## src/rtl/tlua_ram.sv

```systemverilog
// ----------------------------------------------------------------------------
// tlua_ram
// Simple dual-port RAM: one write port, one read port, registered read.
// ----------------------------------------------------------------------------
module tlua_ram #(
    parameter int unsigned WIDTH = 8,
    parameter int unsigned DEPTH = 16
) (
    input  logic                     i_clk,
    input  logic                     i_we,
    input  logic [$clog2(DEPTH)-1:0] i_waddr,
    input  logic [WIDTH-1:0]         i_wdata,
    input  logic                     i_re,
    input  logic [$clog2(DEPTH)-1:0] i_raddr,
    output logic [WIDTH-1:0]         o_rdata
);

    logic [WIDTH-1:0] r_mem [DEPTH];
    logic [WIDTH-1:0] r_rdata;

    always_ff @(posedge i_clk) begin
        if (i_we) begin
            r_mem[i_waddr] <= i_wdata;
        end
        if (i_re) begin
            r_rdata <= r_mem[i_raddr];   // holds when not reading
        end
    end

    assign o_rdata = r_rdata;

endmodule

```

## config.mk

```make
export PLATFORM = sky130hd
export DESIGN_NAME = tlua_ram
export DESIGN_NICKNAME = d
export VERILOG_FILES = /design/src/rtl/tlua_ram.sv
export SDC_FILE = /design/constraint.sdc
export NUM_CORES = 1
export LEC_CHECK = 0
export CAP_MARGIN = 20
export CORE_ASPECT_RATIO = 1.5
export CORE_MARGIN = 3
export CORE_UTILIZATION = 40
export CTS_CLUSTER_DIAMETER = 40
export DETAILED_ROUTE_END_ITERATION = 10
export DONT_BUFFER_PORTS = 1
export PLACE_DENSITY = 0.66
export SYNTH_ARGS = -nofsm -noshare
export SYNTH_HDL_FRONTEND = slang
export SYNTH_SLANG_ARGS = --single-unit
export TNS_END_PERCENT = 1
```

## constraint.sdc

```tcl
create_clock -name i_clk -period 2.4 [get_ports i_clk]
set_clock_uncertainty 0.15 [all_clocks]
set_input_delay 0.24 -clock i_clk [delete_from_list [all_inputs] [get_ports i_clk]]
set_output_delay 0.24 -clock i_clk [all_outputs]
set_load 0.02 [all_outputs]
```

* Yosys cells after proc, flatten, opt, wreduce, memory -nomap -nowiden
Memory sizes are Yosys's and may differ from the RTL's. A register that Yosys moved wholly into a read port is not among the register bits.
Cells that the tools add are included.
Widths: inputs -> output; s select.
** Word-level totals
- Flip-flop bits (word level) :: 0
- RAM bits :: 128
- Input bits :: 19
- Output and inout bits :: 8
- Logic and storage cells :: 3
- Memories :: 1
** Memories
- r_mem :: depth 16, width 8, read ports 1, clocked after memory_dff 1, write ports 1, RTL line 18 : logic [WIDTH-1:0] r_mem [DEPTH];
** Operators by class
- Mux-type cells :: 2
** Operators with widths (number)
- $mux 1 :: 2

* Longest topological paths before layout
- Depth after elaboration :: 2
- Gate-level depth with buffers :: 5

* Worst setup path before layout
No wires, ideal clock.
- Path type :: input-to-reg
- From :: input port i_waddr[2]
- To :: memory r_mem[0][0], enable pin
- Library setup time :: 0.383 ns
- Arrival time :: 1.350 ns
- Path slack :: 0.517 ns
- Stages :: 2
- Path buffers :: 0
- Path through :: or3b_2 > nor3_1
** RTL lines
- start, declared :: RTL line 11 : input logic [$clog2(DEPTH)-1:0] i_waddr,
- end, declared :: RTL line 18
No word-level cell before the write port.

==> metrics.md <==
| Metric | Value |
|---|---|
| Initial antenna violation count | `0` |
| Hold crit path type | `input pin to flip-flop` |
| Post-synth cell types | `18` |
| Worst hold stages | `2` |
| Hold Slack | `0.0561 ns` |
| Clock-pin slew on the worst setup and hold paths | `0.06 ns` |
| R2R depth | `3` |
| Sink Count | `136` |
| Die Wd | `99.3 um` |
| Ports | `27` |
| HP Start | `i_waddr[0]` |
| RR Startpoint | `r_mem[2][3]` |
| CP top delay family | `multiplexers` |
| Max IR drop VDD | `0.612 mV` |
| RR Endpoint | `o_rdata[3]` |
| Max-cap viol count | `0` |
| Leak Pwr | `1.98 nW` |
| GR Util All Layers | `0.143` |
| Pwr Density | `840 mW/mm2` |
| Die ar. | `0.0145 mm2` |
| Most common cell after layout, fill and taps aside | `edfxtp_1` |
| Postcts setup bufs | `0` |
| WP buf/inv | `0` |
| First-pass GRT wire length | `14800 um` |
| GPL Wtd Cong | `0.771` |
| Outcome | `completed` |
| Starting density of the core | `0.414` |
| Critical path arrival | `1.67 ns` |
| Crit start category | `flip-flop` |
| Num CTS Buffers | `17` |
| CP max stage delay | `0.52 ns` |
| Post-CTS Resized | `0` |
| P&R area growth vs syn | `15.5%` |
| Post-Synthesis Cell Area | `0.00523 mm2` |
| # DRC | `0` |
| Clock Latency Late Sink | `0.41 ns` |
| Crit Path Class | `flip-flop to flip-flop` |
| CTS tree | `yes` |
| Post-synthesis sequential area ratio | `0.781` |
| Avg Inst Size Synth | `22.8 um2` |
| Slew Limit Fails | `0` |
| Core area | `0.0126 mm2` |
| Worst-path maximum fanout | `1` |
| Yosys warns | `0` |
| Via count | `2314` |
| Worst endpoint required time | `2.40 ns` |
| Nets | `281` |
| Cells after synthesis | `229` |
| Hold endpoint | `r_mem[0][6]` |
| Final setup vio count | `0` |
| Ratio of cells with drive above 1 in the final layout | `0.222` |
| Worst-path cell chain | `mux4_1, a22oi_1, nand2_1` |
| Starting DRT DRC Count | `274` |
| Worst-Margin Slew | `0.759 ns` |
| Vias in the first global route | `2494` |
| Achievable Freq | `0.597 GHz` |
| IO buf count | `0` |
| Clock buffer depth | `2` |
| DP HPWL | `6060 um` |
| Final ANT Viol Nets | `0` |
| # rows | `50` |
| Drt wl/cell | `22.4 um` |
| Cells after DPL | `390` |
| Total global routing overflow | `0` |
| Final Hold Viols | `0` |
| Final wirelength | `9670 um` |
| Crit-path slowest cell | `mux4_1` |
| Finished Cell Area | `0.00604 mm2` |
| DR pass1 iterations | `5` |
| Final cell count without fillers | `431` |
| Vias per cell | `5.37` |
| Die Ht | `146 um` |
| Post-synthesis register bit count | `136` |
| TNS Setup | `0 ns` |
| # diodes | `0` |
| Placed inst area | `0.00545 mm2` |
| Min cycle time layout | `1.67 ns` |
| Commonest cells after routing, fill and taps aside | `edfxtp_1, mux4_2, clkbuf_16` |
| Worst slew margin relative to its limit | `0.492` |
| Crit path capture type | `flip-flop` |
| Root Buffer Master | `clkbuf_16` |
| RSZ-0062 raised after global routing | `no` |
| Period utilisation layout | `0.697` |
| H-tree depth | `4` |
| Pin count of the biggest net entering global routing | `33` |
| Syn_nets | `248` |
| R2R Setup Slk | `0.73 ns` |
==> flip-flops by register name, indices dropped and copies added (netlist names) <==
register / cells
o_rdata: 8
r_mem: 128
==> how the worst max path moves through the flow <==
stage | to | start | cells after the start
4_1_cts | o_rdata[7] | r_mem[3][7] | 3
3_5_place_dp | r_mem[1][0] | i_waddr[2] | 2
2_1_floorplan | r_mem[0][0] | i_waddr[2] | 2
3_3_place_gp | r_mem[1][0] | i_waddr[2] | 2
6_report | o_rdata[3] | r_mem[2][3] | 3
5_1_grt | o_rdata[7] | r_mem[3][7] | 3
==> report_power, final <==
group / internal (mW) / switching (mW) / total (mW)
sequential: 2.68 / 0.0285 / 2.71
clock: 1.29 / 0.889 / 2.17
combinational: 0.0894 / 0.0956 / 0.185
==> cell usage after synthesis <==
master           number  share of area
nand3b_1              2         0.0029
clkdlybuf4s25_2       3         0.0057
nor2_1               13         0.0093
buf_2                 3         0.0029
and2b_1               1         0.0014
buf_4                 1         0.0014
and2_1                1         0.0012
mux4_2               18          0.078
or3b_2                1         0.0017
nor2b_1               1         0.0012
nand2_1               9         0.0065
nand3_1               1        0.00096
mux4_1               14          0.070
a22oi_1              16          0.023
nand2b_1              2         0.0024
edfxtp_1            136           0.78
nor3_1                4         0.0038
buf_6                 3         0.0065
==> layout make-up <==
class	instances	area, um2
Sequential cell	136	4080
Multi-Input combinational cell	83	1060
Fill cell	1050	6600
Timing Repair Buffer	24	203
Clock inverter	13	63.8
Tap cell	156	195
Clock buffer	19	433
==> cell families (layout without fill, tap and decap cells) <==
| kind of cell | count (synthesis) | in the layout | synth area share |
|---|---|---|---|
| flip-flops | 136 | 136 | 0.781 |
| AO/OA/AOI/OAI | 16 | 16 | 0.0230 |
| AND/OR/NAND/NOR | 35 | 35 | 0.0314 |
| buffers and inverters | 10 | 56 | 0.0165 |
| multiplexers | 32 | 32 | 0.148 |
==> routing by layer <==
| metal | track usage | up-vias | share of wire |
|---|---|---|---|
| met5 | 0 | - | 0 |
| met4 | 0.0643 | 0 | 0.013 |
| met3 | 0.0411 | 10 | 0.053 |
| met2 | 0.231 | 63 | 0.52 |
| met1 | 0.179 | 1197 | 0.41 |
| li1 | - | 1044 | - |
==> timing repair <==
item                                    CTS  global route
hold buffers                              9             0
endpoints found under the setup margin    0             0
endpoints found under the hold margin   136             0
==> metrics by stage <==
step | total power [mW] | util | worst slack, ns
global placement | 2.90 | 0.431 | 0.597
finish | 5.07 | 0.478 | 0.726
floorplan | 2.89 | - | 0.517
global route | 5.23 | 0.478 | 0.657
detailed placement | 2.90 | 0.431 | 0.548
CTS | 5.10 | 0.478 | 0.726
No activity file was read; power rests on OpenSTA's default activity.
